File: src/contiguous_page_allocator_core_assert.svh
// Assertion macros for the contiguous page allocator.
// Expects signals named clk and rst in the scope that uses them.
`ifndef CONTIGUOUS_PAGE_ALLOCATOR_CORE_ASSERT_SVH
`define CONTIGUOUS_PAGE_ALLOCATOR_CORE_ASSERT_SVH

// Same-cycle implication, disabled during reset.
`define CPA_ASSERT(label, ante, cons, msg) \
  label: assert property (@(posedge clk) disable iff (rst) (ante) |-> (cons)) \
    else $error(msg);

// Next-cycle implication, disabled during reset.
`define CPA_ASSERT_NEXT(label, ante, cons, msg) \
  label: assert property (@(posedge clk) disable iff (rst) (ante) |=> (cons)) \
    else $error(msg);

`endif

File: src/cpa_pkg.sv
// Package for the contiguous page allocator: widths, codes, descriptor bits and states.
// Has no dependencies.
package cpa_pkg;

  localparam int NUM_PAGES_DEF  = 1024;
  localparam int PAGE_BYTES_DEF = 4096;
  localparam int ADDR_W         = 56;
  localparam int COUNT_W        = 11;
  localparam int STATUS_W       = 3;

  localparam logic [COUNT_W-1:0] USABLE_PAGES_RST = 11'd1024;

  typedef enum logic [STATUS_W-1:0] {
    ST_ALLOCATED = 3'd0,
    ST_FREED     = 3'd1,
    ST_FAILED    = 3'd2,
    ST_IGNORED   = 3'd3,
    ST_RANGE     = 3'd4
  } status_t;

  typedef enum logic {
    CMD_ALLOC = 1'b0,
    CMD_FREE  = 1'b1
  } cmd_t;

  typedef enum logic {
    REG_USABLE_PAGES = 1'b0,
    REG_BASE_ADDRESS = 1'b1
  } reg_idx_t;

  typedef logic [1:0] desc_t;

  localparam desc_t DESC_FREE = 2'b01;
  localparam desc_t DESC_LAST = 2'b10;
  localparam desc_t DESC_USED = 2'b00;

  typedef enum logic [3:0] {
    S_CLEAR,
    S_IDLE,
    S_SCAN,
    S_MARK,
    S_ADDR,
    S_RANGE_CHK,
    S_IDX_CHK,
    S_WALK,
    S_RESP
  } state_t;

endpackage

File: src/contiguous_page_allocator_core.sv
// First-fit contiguous page allocator with one descriptor memory.
// Depends on cpa_pkg and contiguous_page_allocator_core_assert.svh.
// Allocate: scans the usable pages for the first free run, marks its pages and then forms
//   the address; it fails when no run fits, and a zero page count fails without a scan.
// Free: checks the range, then walks the block. The page size must be a power of two, as
//   the page index is a shift of the offset from the base; the block does not enforce it.
// One word is in work at a time; the next is taken at the edge after its result is loaded,
//   even while that result waits on the output. Reset clears the store.
`include "contiguous_page_allocator_core_assert.svh"

module contiguous_page_allocator_core import cpa_pkg::*; #(
  parameter int NUM_PAGES  = NUM_PAGES_DEF,
  parameter int PAGE_BYTES = PAGE_BYTES_DEF
) (
  input  logic                clk,
  input  logic                rst,
  input  logic                write_enable,
  input  logic                write_index,
  input  logic [ADDR_W-1:0]   write_data,
  input  logic                in_valid,
  output logic                in_stall,
  input  logic                cmd,
  input  logic [COUNT_W-1:0]  page_count,
  input  logic [ADDR_W-1:0]   free_address,
  output logic                out_valid,
  input  logic                out_stall,
  output logic [STATUS_W-1:0] status,
  output logic [ADDR_W-1:0]   block_address
);

  localparam int IDX_W     = (NUM_PAGES > 1) ? $clog2(NUM_PAGES) : 1;
  localparam int CNT_W     = $clog2(NUM_PAGES + 1);
  localparam int LIM_W     = (CNT_W > COUNT_W) ? CNT_W : COUNT_W;
  localparam int PB_W      = $clog2(PAGE_BYTES + 1);
  localparam int PB_SHIFT  = $clog2(PAGE_BYTES);
  localparam int PROD_W    = IDX_W + PB_W;

  localparam logic [LIM_W-1:0]     NUM_PAGES_L  = LIM_W'(NUM_PAGES);
  localparam logic [IDX_W-1:0]     LAST_IDX     = IDX_W'(NUM_PAGES - 1);
  localparam logic [PB_W-1:0]      PAGE_BYTES_L = PB_W'(PAGE_BYTES);

  logic [COUNT_W-1:0] usable_pages;
  logic [ADDR_W-1:0]  base_address;
  logic [LIM_W-1:0]   limit;

  desc_t              page_desc [NUM_PAGES];
  desc_t              rdata;
  logic               mem_we;
  logic [IDX_W-1:0]   mem_waddr;
  desc_t              mem_wdata;
  logic [IDX_W-1:0]   mem_raddr;

  state_t                state, state_next;
  logic [IDX_W-1:0]      clr_idx, clr_idx_next;
  logic [COUNT_W-1:0]    req_count, req_count_next;
  logic [ADDR_W-1:0]     req_addr, req_addr_next;
  logic [LIM_W-1:0]      scan_addr, scan_addr_next;
  logic                  pend, pend_next;
  logic [IDX_W-1:0]      pend_idx, pend_idx_next;
  logic [COUNT_W-1:0]    run, run_next;
  logic [IDX_W-1:0]      start, start_next;
  logic [IDX_W-1:0]      wr_idx, wr_idx_next;
  logic [COUNT_W-1:0]    left, left_next;
  logic [PROD_W-1:0]     prod, prod_next;
  logic                  first, first_next;
  status_t               res_status, res_status_next;
  logic [ADDR_W-1:0]     res_addr, res_addr_next;
  logic                  out_valid_next;
  logic [STATUS_W-1:0]   status_next;
  logic [ADDR_W-1:0]     block_address_next;

  logic [COUNT_W-1:0]    run_inc;
  logic [ADDR_W-1:0]     page_idx;

  assign limit = (LIM_W'(usable_pages) < NUM_PAGES_L) ? LIM_W'(usable_pages) : NUM_PAGES_L;

  assign page_idx = req_addr >> PB_SHIFT;

  always_ff @(posedge clk) begin
    if (rst) begin
      usable_pages <= USABLE_PAGES_RST;
      base_address <= '0;
    end else if (write_enable) begin
      case (write_index)
        REG_USABLE_PAGES: usable_pages <= write_data[COUNT_W-1:0];
        REG_BASE_ADDRESS: base_address <= write_data;
        default: ;
      endcase
    end
  end

  always_ff @(posedge clk) begin
    if (mem_we) begin
      page_desc[mem_waddr] <= mem_wdata;
    end
    rdata <= page_desc[mem_raddr];
  end

  always_comb begin
    state_next         = state;
    clr_idx_next       = clr_idx;
    req_count_next     = req_count;
    req_addr_next      = req_addr;
    scan_addr_next     = scan_addr;
    pend_next          = 1'b0;
    pend_idx_next      = pend_idx;
    run_next           = run;
    start_next         = start;
    wr_idx_next        = wr_idx;
    left_next          = left;
    prod_next          = prod;
    first_next         = first;
    res_status_next    = res_status;
    res_addr_next      = res_addr;
    out_valid_next     = out_valid && out_stall;
    status_next        = status;
    block_address_next = block_address;
    mem_we             = 1'b0;
    mem_waddr          = wr_idx;
    mem_wdata          = DESC_FREE;
    mem_raddr          = '0;
    in_stall           = 1'b1;
    run_inc            = '0;

    case (state)
      S_CLEAR: begin
        mem_we    = 1'b1;
        mem_waddr = clr_idx;
        mem_wdata = DESC_FREE;
        if (clr_idx == LAST_IDX) begin
          state_next = S_IDLE;
        end else begin
          clr_idx_next = clr_idx + 1'b1;
        end
      end

      S_IDLE: begin
        in_stall = 1'b0;
        if (in_valid) begin
          req_count_next = page_count;
          req_addr_next  = free_address;
          if (cmd == CMD_FREE) begin
            state_next = S_RANGE_CHK;
          end else if (page_count == '0) begin
            res_status_next = ST_FAILED;
            res_addr_next   = '0;
            state_next      = S_RESP;
          end else begin
            scan_addr_next = '0;
            run_next       = '0;
            state_next     = S_SCAN;
          end
        end
      end

      S_SCAN: begin
        if (pend) begin
          if ((rdata & DESC_FREE) != DESC_USED) begin
            run_inc = run + 1'b1;
            if (run == '0) begin
              start_next = pend_idx;
            end
          end else begin
            run_inc = '0;
          end
          run_next = run_inc;
        end
        if (pend && (run_inc == req_count)) begin
          wr_idx_next = (run == '0) ? pend_idx : start;
          left_next   = req_count;
          state_next  = S_MARK;
        end else if (scan_addr < limit) begin
          mem_raddr      = scan_addr[IDX_W-1:0];
          pend_next      = 1'b1;
          pend_idx_next  = scan_addr[IDX_W-1:0];
          scan_addr_next = scan_addr + 1'b1;
        end else if (!pend) begin
          res_status_next = ST_FAILED;
          res_addr_next   = '0;
          state_next      = S_RESP;
        end
      end

      S_MARK: begin
        mem_we    = 1'b1;
        mem_waddr = wr_idx;
        mem_wdata = (left == COUNT_W'(1)) ? DESC_LAST : DESC_USED;
        prod_next = PROD_W'(start) * PROD_W'(PAGE_BYTES_L);
        if (left == COUNT_W'(1)) begin
          state_next = S_ADDR;
        end else begin
          wr_idx_next = wr_idx + 1'b1;
          left_next   = left - 1'b1;
        end
      end

      S_ADDR: begin
        res_status_next = ST_ALLOCATED;
        res_addr_next   = base_address + ADDR_W'(prod);
        state_next      = S_RESP;
      end

      S_RANGE_CHK: begin
        if (req_addr < base_address) begin
          res_status_next = ST_RANGE;
          res_addr_next   = '0;
          state_next      = S_RESP;
        end else begin
          req_addr_next = req_addr - base_address;
          state_next    = S_IDX_CHK;
        end
      end

      S_IDX_CHK: begin
        if (page_idx >= ADDR_W'(limit)) begin
          res_status_next = ST_RANGE;
          res_addr_next   = '0;
          state_next      = S_RESP;
        end else begin
          mem_raddr   = page_idx[IDX_W-1:0];
          wr_idx_next = page_idx[IDX_W-1:0];
          first_next  = 1'b1;
          state_next  = S_WALK;
        end
      end

      S_WALK: begin
        if (first && ((rdata & DESC_FREE) != DESC_USED)) begin
          res_status_next = ST_IGNORED;
          res_addr_next   = '0;
          state_next      = S_RESP;
        end else begin
          mem_we     = 1'b1;
          mem_waddr  = wr_idx;
          first_next = 1'b0;
          if ((rdata & DESC_LAST) != DESC_USED) begin
            mem_wdata       = DESC_FREE;
            res_status_next = ST_FREED;
            res_addr_next   = '0;
            state_next      = S_RESP;
          end else begin
            mem_wdata = rdata | DESC_FREE;
            if (wr_idx == LAST_IDX) begin
              res_status_next = ST_FREED;
              res_addr_next   = '0;
              state_next      = S_RESP;
            end else begin
              wr_idx_next = wr_idx + 1'b1;
              mem_raddr   = wr_idx + 1'b1;
            end
          end
        end
      end

      S_RESP: begin
        if (!out_valid || !out_stall) begin
          out_valid_next     = 1'b1;
          status_next        = res_status;
          block_address_next = res_addr;
          state_next         = S_IDLE;
        end
      end

      default: begin
        state_next = S_IDLE;
      end
    endcase
  end

  always_ff @(posedge clk) begin
    if (rst) begin
      state     <= S_CLEAR;
      clr_idx   <= '0;
      pend      <= 1'b0;
      out_valid <= 1'b0;
    end else begin
      state     <= state_next;
      clr_idx   <= clr_idx_next;
      pend      <= pend_next;
      out_valid <= out_valid_next;
    end
  end

  always_ff @(posedge clk) begin
    req_count     <= req_count_next;
    req_addr      <= req_addr_next;
    scan_addr     <= scan_addr_next;
    pend_idx      <= pend_idx_next;
    run           <= run_next;
    start         <= start_next;
    wr_idx        <= wr_idx_next;
    left          <= left_next;
    prod          <= prod_next;
    first         <= first_next;
    res_status    <= res_status_next;
    res_addr      <= res_addr_next;
    status        <= status_next;
    block_address <= block_address_next;
  end

  `CPA_ASSERT(a_addr_zero, out_valid && (status != ST_ALLOCATED), block_address == '0,
              "block address is nonzero on a result that is not an allocation")
  `CPA_ASSERT(a_run_bound, state == S_SCAN, run <= req_count,
              "free run length exceeds the requested page count")
  `CPA_ASSERT(a_mark_range, state == S_MARK, LIM_W'(wr_idx) < limit,
              "allocation marks a page beyond the usable pages")
  `CPA_ASSERT_NEXT(a_resp_hold, (state == S_RESP) && out_valid && out_stall, state == S_RESP,
                   "pending result left before the output register was free")

endmodule

File: config.mk
export PLATFORM = sky130hd
export DESIGN_NAME = contiguous_page_allocator_core
export DESIGN_NICKNAME = d
export VERILOG_FILES = /design/src/cpa_pkg.sv /design/src/contiguous_page_allocator_core.sv
export VERILOG_INCLUDE_DIRS = /design/src /design/src/src
export SDC_FILE = /design/constraint.sdc
export NUM_CORES = 2
export LEC_CHECK = 0
export BUFFER_PORTS_ARGS = -buffer_cell sky130_fd_sc_hd__buf_2
export CAP_MARGIN = 10
export CORE_MARGIN = 4
export CORE_UTILIZATION = 30
export CTS_CLUSTER_SIZE = 12
export DETAILED_ROUTE_END_ITERATION = 10
export GPL_ROUTABILITY_DRIVEN = 0
export MAX_ROUTING_LAYER = met4
export SYNTH_ARGS = -nofsm -noshare
export SYNTH_HDL_FRONTEND = slang
export SYNTH_SLANG_ARGS = --single-unit
export TNS_END_PERCENT = 30
File: constraint.sdc
create_clock -name clk -period 33 [get_ports clk]
set_input_delay 3.3 -clock clk [delete_from_list [all_inputs] [get_ports clk]]
set_output_delay 3.3 -clock clk [all_outputs]
set_load 0.05 [all_outputs]
==> impl_metrics.py <==
metrics = {
    "sta": {
        "period_share_pct": 27.0,
        "totalNegativeSetupSlack_ps": 0,
        "fin_worst_hold_slack_ps": 407,
        "fmaxAchievable_ghz": 0.112,
        "tightest_slew_margin_relative_to_the_limit_pct": 8.41,
        "timing.final.max_slew_violations": 0,
        "setup_repair_after_global_routing_missed_its_margin": "false",
        "final.setup_skew_ps": 63.7,
        "report.final.setup_viol": 0,
        "timing.final.hold_violations": 0,
        "min_period_ps": 8900,
        "worst_pin_slew_ps": 1360,
    },
    "cells_and_area": {
        "num-nets-final": 9372,
        "multiInputGateArea_um2": 30200,
        "filler_cell_count": 34300,
        "area.growth.synth_to_final_pct": 13.2,
        "ff_latch_area_um2": 71000,
        "layoutNonFillerInstCount": 13900,
        "drive_gt1_share_pct": 9.00,
    },
    "routing": {
        "first_pass_iters": 6,
        "viasPerCell": 5.35,
        "wl_per_cell_um": 24.1,
        "totalWireLength_mm": 336,
        "postRouteAntennaNets": 0,
        "route.detailed.drc": 0,
        "first_iter_violations": 10600,
        "via_count": 74600,
    },
    "run": {
        "maxCapViolations": 0,
    },
    "logic_synthesis": {
        "mappedNetlistNets": 9393,
        "yosys_warnings": 0,
        "netlist.area_leader.share_pct": 66.5,
        "library_cell_with_the_highest_instance_count_after_synthesis": "edfxtp_1",
        "syn-cell-area_um2": 104000,
        "synth_async_sr_flop_share_pct": 0,
        "number_of_cells_produced_by_synthesis": 9167,
        "post_synth_most_frequent_cells": "2307 x edfxtp_1, 2129 x nand2_1, 1197 x nor2_1, 471 x nand3_1, 363 x clkbuf_1",
        "postSynthAreaPerCell_um2": 11.4,
        "synth_edf_count": 2307,
        "synth-seq-cells": 2392,
        "synth-main-ff-cell": "edfxtp_1",
        "synth.yosys.seq_area_share_pct": 68.1,
        "yosys-top-cells-area": "edfxtp_1 66%, nand2_1 7.7%, nor2_1 4.3%",
        "synth.largest_area_cell": "edfxtp_1",
        "netlist-cell-type-count": 90,
    },
    "die": {
        "die-area_um2": 357000,
        "io-pin-count": 191,
        "floorplan.core_area_um2": 346000,
        "core_rows": 216,
        "floorplan.die.width_um": 597,
        "die-height_um": 597,
        "start_util_pct": 30.1,
    },
    "clock_network": {
        "path_clk_slew_ps": 60,
        "cts.htree.levels": 5,
        "cts_made_buffers": 269,
        "post-cts-setup-buffers": 0,
        "post_cts_hold_buffer_count": 0,
        "clkSinkCount": 2392,
        "clock_insertion_delay_worst_skew_ps": 850,
        "cts_tree": "built",
        "cts_max_path_buffers": 4,
        "clockRootBuffer": "clkbuf_16",
        "post_cts.resized_instances": 0,
    },
    "worst_setup_path": {
        "timing.critical_path.to_type": "flip-flop",
        "cp.required_ps": 33760,
        "crit_path_start_kind": "flip-flop",
        "critical_path_maximum_fanout": 70,
        "timing_worst_setup_path_type": "reg2reg",
        "endpoint_arrival_time_on_the_critical_path_ps": 9660,
    },
    "global_routing": {
        "grt_max_degree": 224,
        "first_global_vias": 69500,
        "wire_length_of_the_first_global_routing_pass_mm": 483,
        "grt.total_usage_pct": 18.5,
        "antenna_found_initial": 22,
        "overflow": 0,
    },
    "pwr": {
        "vdd.ir_drop.worst_uv": 72.3,
        "power_per_cell_area_nw_per_um2": 56.0,
        "cellLeakagePower_nw": 41.2,
    },
    "min_path": {
        "worst_hold_path_type": "reg2reg",
    },
    "placement": {
        "dp.final_hpwl_mm": 191,
        "placed_cells_incl_taps": 13500,
        "io_buffer_count": 190,
    },
    "outcome": {
        "outcome": "finished clean",
    },
}
## metal layers
layer	track usage (%)	share of wire, %	vias to the layer above
met5	-	0	-
met4	6.58	3.7	0
met3	3.32	10	635
met2	27.5	44	3846
met1	25.6	42	37100
li1	-	-	32900
## metrics by stage
| step | worst slack [ps] | power [mW] | area [um^2] | utilization, % |
|---|---|---|---|---|
| after floorplan | 3430 | 3.62 | 104000 | - |
| after global placement | 24350 | 3.85 | 110000 | 31.7 |
| after detailed placement | 24260 | 3.85 | 110000 | 31.7 |
| after CTS | 24220 | 6.63 | 118000 | 34.1 |
| after global routing | 23680 | 6.78 | 118000 | 34.1 |
| final | 24100 | 6.61 | 118000 | 34.1 |
## final cells by class
class	count	area share, %
Inverter	120	0.382
Clock inverter	104	0.677
Timing Repair Buffer	378	2.14
Tap cell	4578	4.86
Sequential cell	2392	60.2
Multi-Input combinational cell	5985	25.6
Clock buffer	353	6.17
Antenna cell	16	0.0339
## cell usage in the layout, fill, tap and decap left out, drive strengths merged, types with 127 or more instances in the layout
master	n
nand2	2130
a211oi	170
edfxtp	2307
nor2	1197
buf	378
and3	349
clkbuf	353
o21ai	153
a21oi	317
a31oi	286
nand3	471
inv	127
## registers in the layout, summed over array words and instances (netlist names)
register       cells
res_addr          56
base_address      56
out_valid          1
req_count         11
usable_pages      11
run               11
start             10
prod              10
rdata              2
state              4
first              1
block_address     56
clr_idx           10
res_status         3
status             3
pend_idx          10
left              11
page_desc       2048
wr_idx            10
pend               1
req_addr          56
scan_addr         11
## cell families (layout without fill, tap and decap cells)
kind of cell,count (synthesis),in the layout,share of synthesized area (%)
fa+ha+maj,96,96,1.17
other cells,0,16,0
mux,22,22,0.227
flops,2392,2392,68.1
compound gates,1280,1280,7.89
buf+inv,790,955,3.29
xor+xnor,119,119,1.00
simple gates,4468,4468,18.3
## worst paths after layout
check,from,endpoint,slack (ps),cells after the start
max,rdata[0],rdata[0],24100,21
min,res_addr[1],block_address[1],410,0
max reg2reg,rdata[0],rdata[0],24100,21
min reg2reg,res_addr[1],block_address[1],410,0
## critical path, stage by stage, from the launching register on
cell       delay, ps
dfxtp_1          490
buf_4            310
inv_1            120
or4_1            600
and2_1           210
o2111ai_1        280
nand4b_1         410
o21ai_4          410
inv_2            300
a21oi_4          390
buf_4            470
buf_4            800
buf_4            700
buf_4            720
nand2_1          140
nand3_1          110
a21oi_1           80
or4_1            550
nor4_1           760
a31oi_1          270
a311o_1          440
o31ai_1           70
## where the power goes
part           internal, mW  switching, mW  total (mW)
combinational        0.0980          0.355       0.453
clock                  1.61           1.20        2.81
sequential             3.32         0.0267        3.34
total                  5.03           1.58        6.61
Note: power is estimated with default switching activity, not from simulation.
